### src/hdl/light_sensor_poll_sequencer_macros.svh
// Assertion macros for the light sensor poll sequencer.
// Used by the top level; depends on a clock named i_clk and a reset named i_rst_n.
`ifndef LIGHT_SENSOR_POLL_SEQUENCER_MACROS_SVH
`define LIGHT_SENSOR_POLL_SEQUENCER_MACROS_SVH

// Same-cycle implication, checked while out of reset.
`define LSPS_ASSERT_NOW(label, ante, cons, msg) \
    label: assert property (@(posedge i_clk) disable iff (!i_rst_n) (ante) |-> (cons)) \
        else $error(msg);

// Next-cycle implication, checked while out of reset.
`define LSPS_ASSERT_NEXT(label, ante, cons, msg) \
    label: assert property (@(posedge i_clk) disable iff (!i_rst_n) (ante) |=> (cons)) \
        else $error(msg);

`endif

### src/hdl/lsps_pkg.sv
// Shared types, codes and the lux conversion for the light sensor poll sequencer.
// No dependencies; imported by every module of the block.
`default_nettype none

package lsps_pkg;

    typedef enum logic [2:0] {
        PH_IDLE  = 3'd0,
        PH_POWER = 3'd1,
        PH_MODE  = 3'd2,
        PH_WAIT  = 3'd3,
        PH_READ  = 3'd4,
        PH_DONE  = 3'd5,
        PH_ERROR = 3'd6
    } t_phase;

    typedef enum logic [1:0] {
        OP_STEP    = 2'd0,
        OP_INIT    = 2'd1,
        OP_TRIGGER = 2'd2,
        OP_TAKE    = 2'd3
    } t_op;

    typedef enum logic [1:0] {
        ACT_NONE  = 2'd0,
        ACT_WRITE = 2'd1,
        ACT_READ  = 2'd2
    } t_action;

    typedef enum logic [2:0] {
        REG_SINGLE_SHOT = 3'd0,
        REG_INTERVAL    = 3'd1,
        REG_DEV_ADDR    = 3'd2,
        REG_RETRY_LIMIT = 3'd3,
        REG_SETTLE      = 3'd4,
        REG_MEASURE     = 3'd5,
        REG_HOLDOFF     = 3'd6
    } t_reg_idx;

    localparam logic [7:0] CMD_NONE      = 8'h00;
    localparam logic [7:0] CMD_POWER_ON  = 8'h01;
    localparam logic [7:0] CMD_MODE_CONT = 8'h10;
    localparam logic [7:0] CMD_MODE_ONCE = 8'h20;

    localparam logic [15:0] RST_INTERVAL_MS = 16'd180;
    localparam logic [6:0]  RST_DEV_ADDR    = 7'd35;
    localparam logic [3:0]  RST_RETRY_LIMIT = 4'd3;
    localparam logic [15:0] RST_SETTLE_MS   = 16'd10;
    localparam logic [15:0] RST_MEASURE_MS  = 16'd180;
    localparam logic [15:0] RST_HOLDOFF_MS  = 16'd2000;

    // Reciprocal of three for exact division of a 16-bit value: (x * 43691) >> 17.
    localparam logic [16:0] RECIP_THREE = 17'd43691;

    typedef struct packed {
        logic        single_shot;
        logic [15:0] interval_ms;
        logic [6:0]  dev_addr;
        logic [3:0]  retry_limit;
        logic [15:0] settle_ms;
        logic [15:0] measure_ms;
        logic [15:0] holdoff_ms;
    } t_cfg;

    typedef struct packed {
        t_op         op;
        logic [31:0] now_ms;
        logic        bus_ok;
        logic [15:0] bus_read_data;
    } t_in_item;

    typedef struct packed {
        t_action     bus_action;
        logic [7:0]  command_byte;
        logic        bus_recover;
        logic [19:0] lux_value;
        logic        lux_ready;
        logic        lux_taken;
        t_phase      phase_code;
    } t_result;

    // raw * 25 / 3 equals raw * 8 + floor(raw / 3).
    function automatic logic [19:0] lux_of(input logic [15:0] raw);
        logic [32:0] prod;
        logic [15:0] third;
        prod  = {17'b0, raw} * {16'b0, RECIP_THREE};
        third = prod[32:17];
        return {1'b0, raw, 3'b000} + {4'b0, third};
    endfunction

endpackage

`default_nettype wire

### src/hdl/light_sensor_poll_sequencer.sv
// Channel   | Direction | Handshake                 | Carries
// in        | into      | i_in_valid / o_in_ready   | op, now_ms, bus_ok, bus_read_data
// out       | out of    | o_out_valid / i_out_ready | action, command, recover, lux, phase
// cfg       | into      | psel, penable, pwrite     | seven registers at 4*index
// An input beat is registered, stepped and its result registered: one beat per cycle,
// set by the single step stage, while the output is not stalled.
// Reset is synchronous and clears all sequencer state and the valid flags of both beat registers.
// A stalled output holds the stage behind it; the input takes a beat whenever the step
// stage is empty or moving. Depends on lsps_pkg, lsps_cfg, lsps_step and the macro header.
`default_nettype none

`include "light_sensor_poll_sequencer_macros.svh"

module light_sensor_poll_sequencer
    import lsps_pkg::*;
(
    input  wire logic        i_clk,
    input  wire logic        i_rst_n,
    input  wire logic        psel,
    input  wire logic        penable,
    input  wire logic        pwrite,
    input  wire logic [4:0]  paddr,
    input  wire logic [31:0] pwdata,
    output logic      [31:0] prdata,
    output logic             pready,
    input  wire logic        i_in_valid,
    output logic             o_in_ready,
    input  wire logic [1:0]  i_op,
    input  wire logic [31:0] i_now_ms,
    input  wire logic        i_bus_ok,
    input  wire logic [15:0] i_bus_read_data,
    output logic             o_out_valid,
    input  wire logic        i_out_ready,
    output logic      [1:0]  o_bus_action,
    output logic      [7:0]  o_command_byte,
    output logic             o_bus_recover,
    output logic      [19:0] o_lux_value,
    output logic             o_lux_ready,
    output logic             o_lux_taken,
    output logic      [2:0]  o_phase_code
);

    t_cfg     cfg;
    t_in_item r_in;
    logic     r_in_valid;
    t_result  step_res;
    t_result  r_out;
    logic     r_out_valid;
    logic     adv;

    lsps_cfg u_cfg (
        .i_clk   (i_clk),
        .i_rst_n (i_rst_n),
        .psel    (psel),
        .penable (penable),
        .pwrite  (pwrite),
        .paddr   (paddr),
        .pwdata  (pwdata),
        .prdata  (prdata),
        .pready  (pready),
        .o_cfg   (cfg)
    );

    assign adv        = r_in_valid && (!r_out_valid || i_out_ready);
    assign o_in_ready = !r_in_valid || adv;

    always_ff @(posedge i_clk) begin
        if (!i_rst_n) begin
            r_in_valid <= 1'b0;
        end else if (o_in_ready) begin
            r_in_valid <= i_in_valid;
        end
    end

    always_ff @(posedge i_clk) begin
        if (i_in_valid && o_in_ready) begin
            r_in.op            <= t_op'(i_op);
            r_in.now_ms        <= i_now_ms;
            r_in.bus_ok        <= i_bus_ok;
            r_in.bus_read_data <= i_bus_read_data;
        end
    end

    lsps_step u_step (
        .i_clk    (i_clk),
        .i_rst_n  (i_rst_n),
        .i_fire   (adv),
        .i_item   (r_in),
        .i_cfg    (cfg),
        .o_result (step_res)
    );

    always_ff @(posedge i_clk) begin
        if (!i_rst_n) begin
            r_out_valid <= 1'b0;
        end else if (adv) begin
            r_out_valid <= 1'b1;
        end else if (i_out_ready) begin
            r_out_valid <= 1'b0;
        end
    end

    always_ff @(posedge i_clk) begin
        if (adv) begin
            r_out <= step_res;
        end
    end

    assign o_out_valid    = r_out_valid;
    assign o_bus_action   = r_out.bus_action;
    assign o_command_byte = r_out.command_byte;
    assign o_bus_recover  = r_out.bus_recover;
    assign o_lux_value    = r_out.lux_value;
    assign o_lux_ready    = r_out.lux_ready;
    assign o_lux_taken    = r_out.lux_taken;
    assign o_phase_code   = r_out.phase_code;

    `LSPS_ASSERT_NOW(a_recover_enters_error, r_out_valid && r_out.bus_recover, r_out.phase_code == PH_ERROR, "Recovery request without error phase.")
    `LSPS_ASSERT_NOW(a_taken_clears_ready, r_out_valid && r_out.lux_taken, !r_out.lux_ready, "Result taken but still marked ready.")
    `LSPS_ASSERT_NOW(a_cmd_only_on_write, r_out_valid && (r_out.bus_action != ACT_WRITE), r_out.command_byte == CMD_NONE, "Command byte set without a write.")
    `LSPS_ASSERT_NEXT(a_step_stage_holds, r_in_valid && !adv, r_in_valid, "Step stage dropped a beat while blocked.")

endmodule

`default_nettype wire

### src/hdl/lsps_cfg.sv
// Configuration register file with an APB-style write and read port.
// Depends on lsps_pkg for the register indexes, reset values and t_cfg.
`default_nettype none

module lsps_cfg
    import lsps_pkg::*;
(
    input  wire logic        i_clk,
    input  wire logic        i_rst_n,
    input  wire logic        psel,
    input  wire logic        penable,
    input  wire logic        pwrite,
    input  wire logic [4:0]  paddr,
    input  wire logic [31:0] pwdata,
    output logic      [31:0] prdata,
    output logic             pready,
    output t_cfg             o_cfg
);

    t_cfg r_cfg;
    logic wr_en;

    assign pready = 1'b1;
    assign wr_en  = psel && penable && pwrite;
    assign o_cfg  = r_cfg;

    always_ff @(posedge i_clk) begin
        if (!i_rst_n) begin
            r_cfg.single_shot <= 1'b0;
            r_cfg.interval_ms <= RST_INTERVAL_MS;
            r_cfg.dev_addr    <= RST_DEV_ADDR;
            r_cfg.retry_limit <= RST_RETRY_LIMIT;
            r_cfg.settle_ms   <= RST_SETTLE_MS;
            r_cfg.measure_ms  <= RST_MEASURE_MS;
            r_cfg.holdoff_ms  <= RST_HOLDOFF_MS;
        end else if (wr_en) begin
            unique case (paddr[4:2])
                REG_SINGLE_SHOT: r_cfg.single_shot <= pwdata[0];
                REG_INTERVAL:    r_cfg.interval_ms <= pwdata[15:0];
                REG_DEV_ADDR:    r_cfg.dev_addr    <= pwdata[6:0];
                REG_RETRY_LIMIT: r_cfg.retry_limit <= pwdata[3:0];
                REG_SETTLE:      r_cfg.settle_ms   <= pwdata[15:0];
                REG_MEASURE:     r_cfg.measure_ms  <= pwdata[15:0];
                REG_HOLDOFF:     r_cfg.holdoff_ms  <= pwdata[15:0];
                default: ;
            endcase
        end
    end

    always_comb begin
        unique case (paddr[4:2])
            REG_SINGLE_SHOT: prdata = {31'b0, r_cfg.single_shot};
            REG_INTERVAL:    prdata = {16'b0, r_cfg.interval_ms};
            REG_DEV_ADDR:    prdata = {25'b0, r_cfg.dev_addr};
            REG_RETRY_LIMIT: prdata = {28'b0, r_cfg.retry_limit};
            REG_SETTLE:      prdata = {16'b0, r_cfg.settle_ms};
            REG_MEASURE:     prdata = {16'b0, r_cfg.measure_ms};
            REG_HOLDOFF:     prdata = {16'b0, r_cfg.holdoff_ms};
            default:         prdata = 32'b0;
        endcase
    end

endmodule

`default_nettype wire

### src/hdl/lsps_step.sv
// Sequencer state and the combinational step logic that produces one result per beat.
// Depends on lsps_pkg for phases, ops, actions, commands and the lux conversion.
`default_nettype none

module lsps_step
    import lsps_pkg::*;
(
    input  wire logic i_clk,
    input  wire logic i_rst_n,
    input  wire logic i_fire,
    input  t_in_item  i_item,
    input  t_cfg      i_cfg,
    output t_result   o_result
);

    t_phase      r_phase,  n_phase;
    logic [31:0] r_start,  n_start;
    logic        r_mode_sent, n_mode_sent;
    logic [3:0]  r_retry,  n_retry;
    logic [19:0] r_lux,    n_lux;
    logic        r_ready,  n_ready;

    t_action     act;
    logic [7:0]  cmd;
    logic        recover;
    logic        taken;
    logic [31:0] elapsed;
    logic [3:0]  retry_inc;
    logic        fail_hit;
    logic [15:0] wait_ms;

    assign elapsed   = i_item.now_ms - r_start;
    assign retry_inc = r_retry + 4'd1;
    assign fail_hit  = (retry_inc >= i_cfg.retry_limit);
    assign wait_ms   = i_cfg.single_shot ? i_cfg.measure_ms : i_cfg.interval_ms;

    always_comb begin
        n_phase     = r_phase;
        n_start     = r_start;
        n_mode_sent = r_mode_sent;
        n_retry     = r_retry;
        n_lux       = r_lux;
        n_ready     = r_ready;
        act         = ACT_NONE;
        cmd         = CMD_NONE;
        recover     = 1'b0;
        taken       = 1'b0;

        unique case (i_item.op)
            OP_INIT: begin
                n_phase     = PH_POWER;
                n_start     = i_item.now_ms;
                n_retry     = 4'd0;
                n_mode_sent = 1'b0;
                n_ready     = 1'b0;
            end
            OP_TRIGGER: begin
                if (i_cfg.single_shot) begin
                    n_phase = PH_IDLE;
                end
            end
            OP_TAKE: begin
                if (r_ready) begin
                    n_ready = 1'b0;
                    taken   = 1'b1;
                end
            end
            OP_STEP: begin
                unique case (r_phase)
                    PH_POWER: begin
                        act = ACT_WRITE;
                        cmd = CMD_POWER_ON;
                        if (i_item.bus_ok) begin
                            n_start     = i_item.now_ms;
                            n_phase     = PH_MODE;
                            n_mode_sent = 1'b0;
                            n_retry     = 4'd0;
                        end else begin
                            n_retry = retry_inc;
                            if (fail_hit) begin
                                n_phase = PH_ERROR;
                                n_start = i_item.now_ms;
                                recover = 1'b1;
                            end
                        end
                    end
                    PH_MODE: begin
                        if (elapsed >= {16'b0, i_cfg.settle_ms}) begin
                            if (!r_mode_sent) begin
                                act = ACT_WRITE;
                                cmd = i_cfg.single_shot ? CMD_MODE_ONCE : CMD_MODE_CONT;
                                if (i_item.bus_ok) begin
                                    n_mode_sent = 1'b1;
                                    n_start     = i_item.now_ms;
                                    n_retry     = 4'd0;
                                end else begin
                                    n_retry = retry_inc;
                                    if (fail_hit) begin
                                        n_phase = PH_ERROR;
                                        n_start = i_item.now_ms;
                                        recover = 1'b1;
                                    end
                                end
                            end else if (elapsed >= {16'b0, i_cfg.measure_ms}) begin
                                n_phase = PH_IDLE;
                            end
                        end
                    end
                    PH_IDLE: begin
                        if (!i_cfg.single_shot) begin
                            n_start = i_item.now_ms;
                            n_phase = PH_WAIT;
                        end else begin
                            act = ACT_WRITE;
                            cmd = CMD_MODE_ONCE;
                            if (i_item.bus_ok) begin
                                n_start = i_item.now_ms;
                                n_phase = PH_WAIT;
                                n_retry = 4'd0;
                            end else begin
                                n_retry = retry_inc;
                                if (fail_hit) begin
                                    n_phase = PH_ERROR;
                                    n_start = i_item.now_ms;
                                    recover = 1'b1;
                                end
                            end
                        end
                    end
                    PH_WAIT: begin
                        if (elapsed >= {16'b0, wait_ms}) begin
                            act = ACT_READ;
                            if (i_item.bus_ok) begin
                                n_lux   = lux_of(i_item.bus_read_data);
                                n_ready = 1'b1;
                                n_phase = PH_DONE;
                                n_retry = 4'd0;
                            end else begin
                                n_retry = retry_inc;
                                if (fail_hit) begin
                                    n_phase = PH_ERROR;
                                    n_start = i_item.now_ms;
                                    recover = 1'b1;
                                end
                            end
                        end
                    end
                    PH_DONE: begin
                        if (!r_ready) begin
                            n_phase = PH_IDLE;
                        end
                    end
                    PH_ERROR: begin
                        if (elapsed > {16'b0, i_cfg.holdoff_ms}) begin
                            n_phase     = PH_POWER;
                            n_start     = i_item.now_ms;
                            n_retry     = 4'd0;
                            n_mode_sent = 1'b0;
                            n_ready     = 1'b0;
                        end
                    end
                    default: begin
                        n_phase = PH_IDLE;
                    end
                endcase
            end
            default: ;
        endcase
    end

    always_ff @(posedge i_clk) begin
        if (!i_rst_n) begin
            r_phase     <= PH_IDLE;
            r_start     <= 32'd0;
            r_mode_sent <= 1'b0;
            r_retry     <= 4'd0;
            r_lux       <= 20'd0;
            r_ready     <= 1'b0;
        end else if (i_fire) begin
            r_phase     <= n_phase;
            r_start     <= n_start;
            r_mode_sent <= n_mode_sent;
            r_retry     <= n_retry;
            r_lux       <= n_lux;
            r_ready     <= n_ready;
        end
    end

    assign o_result.bus_action   = act;
    assign o_result.command_byte = cmd;
    assign o_result.bus_recover  = recover;
    assign o_result.lux_value    = n_lux;
    assign o_result.lux_ready    = n_ready;
    assign o_result.lux_taken    = taken;
    assign o_result.phase_code   = n_phase;

endmodule

`default_nettype wire

### config.mk
export PLATFORM = sky130hd
export DESIGN_NAME = light_sensor_poll_sequencer
export DESIGN_NICKNAME = d
export VERILOG_FILES = /design/src/hdl/lsps_pkg.sv /design/src/hdl/light_sensor_poll_sequencer.sv /design/src/hdl/lsps_cfg.sv /design/src/hdl/lsps_step.sv
export VERILOG_INCLUDE_DIRS = /design/src /design/src/hdl
export SDC_FILE = /design/constraint.sdc
export NUM_CORES = 1
export LEC_CHECK = 0
export BUFFER_PORTS_ARGS = -buffer_cell sky130_fd_sc_hd__buf_2
export CAP_MARGIN = 20
export CORE_UTILIZATION = 45
export DETAILED_ROUTE_END_ITERATION = 10
export PLACE_DENSITY = 0.61
export SLEW_MARGIN = 30
export SYNTH_ARGS = -nofsm -noshare
export SYNTH_HDL_FRONTEND = slang
export SYNTH_SLANG_ARGS = --single-unit
### constraint.sdc
create_clock -name i_clk -period 12.9 [get_ports i_clk]
set_input_delay 0.645 -clock i_clk [delete_from_list [all_inputs] [get_ports i_clk]]
set_output_delay 0.645 -clock i_clk [all_outputs]
set_load 0.02 [all_outputs]
==> results.sh <==
export IMPL_regToRegSetupSlack_ns=4.29
export IMPL_fill_cells=3803
export IMPL_power_density_nw_per_um2=176
export IMPL_max_freq_ghz=0.116
export IMPL_ys_seq_area_share_pct=28.3
export IMPL_post_cts_resize_count=0
export IMPL_grt_max_degree=86
export IMPL_detail_route_wl_per_cell_um=17.8
export IMPL_postCtsHoldBufs=0
export IMPL_tritoncts="built"
export IMPL_period_share_pct=66.7
export IMPL_hold_slack_ns=0.249
export IMPL_synth_area_um2=18500
export IMPL_synthDistinctLibCells=79
export IMPL_timing_rr_end="o_lux_value[18]$_DFFE_PP_"
export IMPL_synth_seq_cells=221
export IMPL_post_cts_buffers=0
export IMPL_cp_end_kind="flip-flop"
export IMPL_clk_pin_slew_ns=0.06
export IMPL_synth_area_top_cells="ha_1 (16%), dfxtp_1 (15%), edfxtp_1 (13%)"
export IMPL_start_kind="flip-flop"
export IMPL_fin_worst_skew_ns=0.0317
export IMPL_run_status="completed"
export IMPL_rsz0062_at_grt="false"
export IMPL_slew_violations=0
export IMPL_seq_area_um2=5250
export IMPL_io_pin_count=166
export IMPL_synthMuxAreaShare_pct=5.40
export IMPL_cap_viol_max_count=0
export IMPL_cp_startpoint="r_in[9]$_DFFE_PP_"
export IMPL_synth_top_cell_by_area="ha_1"
export IMPL_cts_path_max_buffers=3
export IMPL_crit_type="flip-flop to flip-flop"
export IMPL_dp_hpwl_um=37300
export IMPL_p_leak_nw=8.90
export IMPL_grt_ovfl_total=0
export IMPL_drc_errors=0
export IMPL_final_util_pct=50.6
export IMPL_ys_flop_type="dfxtp_1"
export IMPL_finalNetCount=2584
export IMPL_hold_viol=0
export IMPL_initial_core_util_pct=46.1
export IMPL_diodes=0
export IMPL_drive_gt1_share_pct=10.1
export IMPL_avgSynthCellArea_um2=8.86
export IMPL_tns_ns=0
export IMPL_grt_pass1_vias=14900
export IMPL_io_buffers=125
export IMPL_total_power_mw=3.59
export IMPL_setup_viol=0
export IMPL_synth_fa_ha_area_share_pct=24.9
export IMPL_grt_pass1_wl_um=77900
export IMPL_cp_endpoint="o_lux_value[18]$_DFFE_PP_"
export IMPL_clk_insertion_delay_late_ns=0.57
export IMPL_relSlewSlack_pct=32.4
export IMPL_die_w_um=205
export IMPL_synth_edff_count=82
export IMPL_worst_path_max_fanout=6
export IMPL_setup_ws_ns=4.29
export IMPL_core_um2=40200
export IMPL_required_ns=13.19
export IMPL_place_inst=2664
export IMPL_netlist_top_cells_count="inv_1 (284), nand2_1 (281), ha_1 (241)"
export IMPL_multi_input_area_um2=11800
export IMPL_place_congestion=0.929
export IMPL_async_reset_ff_share_pct=0
export IMPL_antenna_found_initial=0
export IMPL_synth_top_family_by_area="adder cells"
export IMPL_dp_slack_ns=4.35
export IMPL_synth_compound_area_share_pct=16.5
export IMPL_max_stage_delay_ns=0.67
export IMPL_cts_max_level=1
export IMPL_root_buffer="clkbuf_16"
export IMPL_num_vias=14900
export IMPL_firstDrtPassIters=9
export IMPL_synthXorXnorAreaFrac_pct=2.60
export IMPL_post_dp_cell_area_um2=19400
export IMPL_fin_area_um2=20400
export IMPL_period_needed_ns=8.61
export IMPL_worstMarginPinSlew_ns=1.01
export IMPL_fp_dieArea_um2=42000
export IMPL_worst_ep_arrival_time_ns=8.90
export IMPL_yosys_warnings=0
export IMPL_cts_buffers=27
export IMPL_die_y_um=205
export IMPL_ant_nets=0
export IMPL_synth_most_common_cell="inv_1"
export IMPL_grt_use_total_pct=23.5
export IMPL_crit_slowest_cell="a221oi_1"
export IMPL_drt_iter0_drc=1001
export IMPL_cts_sink_count=221
export IMPL_r2r_start="r_in[9]$_DFFE_PP_"
export IMPL_via_per_inst=5.51
export IMPL_syn_inst=2091
export IMPL_synth_top_cell_area_share_pct=16.3
export IMPL_hold_class="primary input to flip-flop"
export IMPL_area_growth_pct=9.83
export IMPL_finalNonFillerCells=2714
export IMPL_vdd_drop_max_v=0.000167
export IMPL_yosys_area_share_simple_pct=13.6
export IMPL_core_rowCount=73
export IMPL_reg2reg_depth=27
export IMPL_routed_wl_um=48400
-- cells by family (layout without fill, tap and decap cells) --
| logic type | after synthesis | after routing |
|---|---|---|
| multiplexers | 97 | 97 |
| flip-flops | 221 | 221 |
| adder cells (fa/ha/maj) | 321 | 321 |
| buffers and inverters | 390 | 468 |
| other | 2 | 22 |
| AND/OR/NAND/NOR | 552 | 552 |
| XOR/XNOR | 55 | 55 |
| AO/OA/AOI/OAI | 453 | 453 |
-- metal layers --
layer  routed length [um]  track usage, %
met5                    0               0
met2                21800            37.7
met4                 1470            7.35
met3                 2440            2.53
met1                22700            32.9
-- layout make-up --
type / count / share of cell area, %
Sequential cell: 221 / 25.8
Timing Repair Buffer: 134 / 3.42
Multi-Input combinational cell: 1500 / 57.9
Clock buffer: 33 / 3.43
Clock inverter: 17 / 0.984
Inverter: 284 / 5.24
Tap cell: 525 / 3.23
-- registers in the layout (all words and copies together), names as in the netlist, 4 cells and up --
register / cells
u_cfg.o_cfg: 76
u_step.r_retry: 4
u_step.r_lux: 20
o_lux_value: 20
r_in: 51
u_step.r_start: 32
-- how the worst min path moves through the flow --
stage	from	endpoint	slack (ns)	depth (start not counted)
6_report	i_bus_read_data[1]	r_in[1]$_DFFE_PP_	0.25	1
3_3_place_gp	u_step.r_lux[0]$_SDFFE_PN0P_	u_step.r_lux[0]$_SDFFE_PN0P_	0.43	2
3_5_place_dp	u_step.r_lux[7]$_SDFFE_PN0P_	u_step.r_lux[7]$_SDFFE_PN0P_	0.44	2
4_1_cts	i_bus_read_data[1]	r_in[1]$_DFFE_PP_	0.22	1
5_1_grt	i_bus_read_data[6]	r_in[6]$_DFFE_PP_	0.22	1
2_1_floorplan	u_step.r_lux[0]$_SDFFE_PN0P_	u_step.r_lux[0]$_SDFFE_PN0P_	0.43	2
-- worst max-delay path, delay by kind of cell, from the launching register on --
| family | cells | cell delay [ns] |
|---|---|---|
| adders and majority gates | 8 | 3.17 |
| AOI/OAI and AO/OA | 7 | 2.34 |
| buffers and inverters | 4 | 0.21 |
| and+or+nand+nor | 5 | 1.46 |
| xor gates and xnor gates | 2 | 0.27 |
| muxes | 1 | 0.30 |
| DFF | 1 | 0.58 |
-- where the power goes --
group | switching (mW) | internal [mW] | total (mW)
Clock | 0.311 | 0.466 | 0.777
Combinational | 1.17 | 0.868 | 2.04
Sequential | 0.0227 | 0.745 | 0.768
-- cell usage in the layout (no fill, tap or decap), types with 23 or more instances in the layout --
cell,n
mux2_2,23
o211ai_1,32
dfxtp_1,139
nor3_1,26
ha_1,241
fa_1,80
clkbuf_16,27
nand3_1,39
nor2_1,82
inv_1,284
a21o_1,49
xnor2_1,34
mux2i_1,74
buf_2,124
a21boi_0,40
nand2_1,281
o21ai_0,75
a21oi_1,113
edfxtp_1,82
nand2b_1,25
No activity file was read; power rests on OpenSTA's default activity.
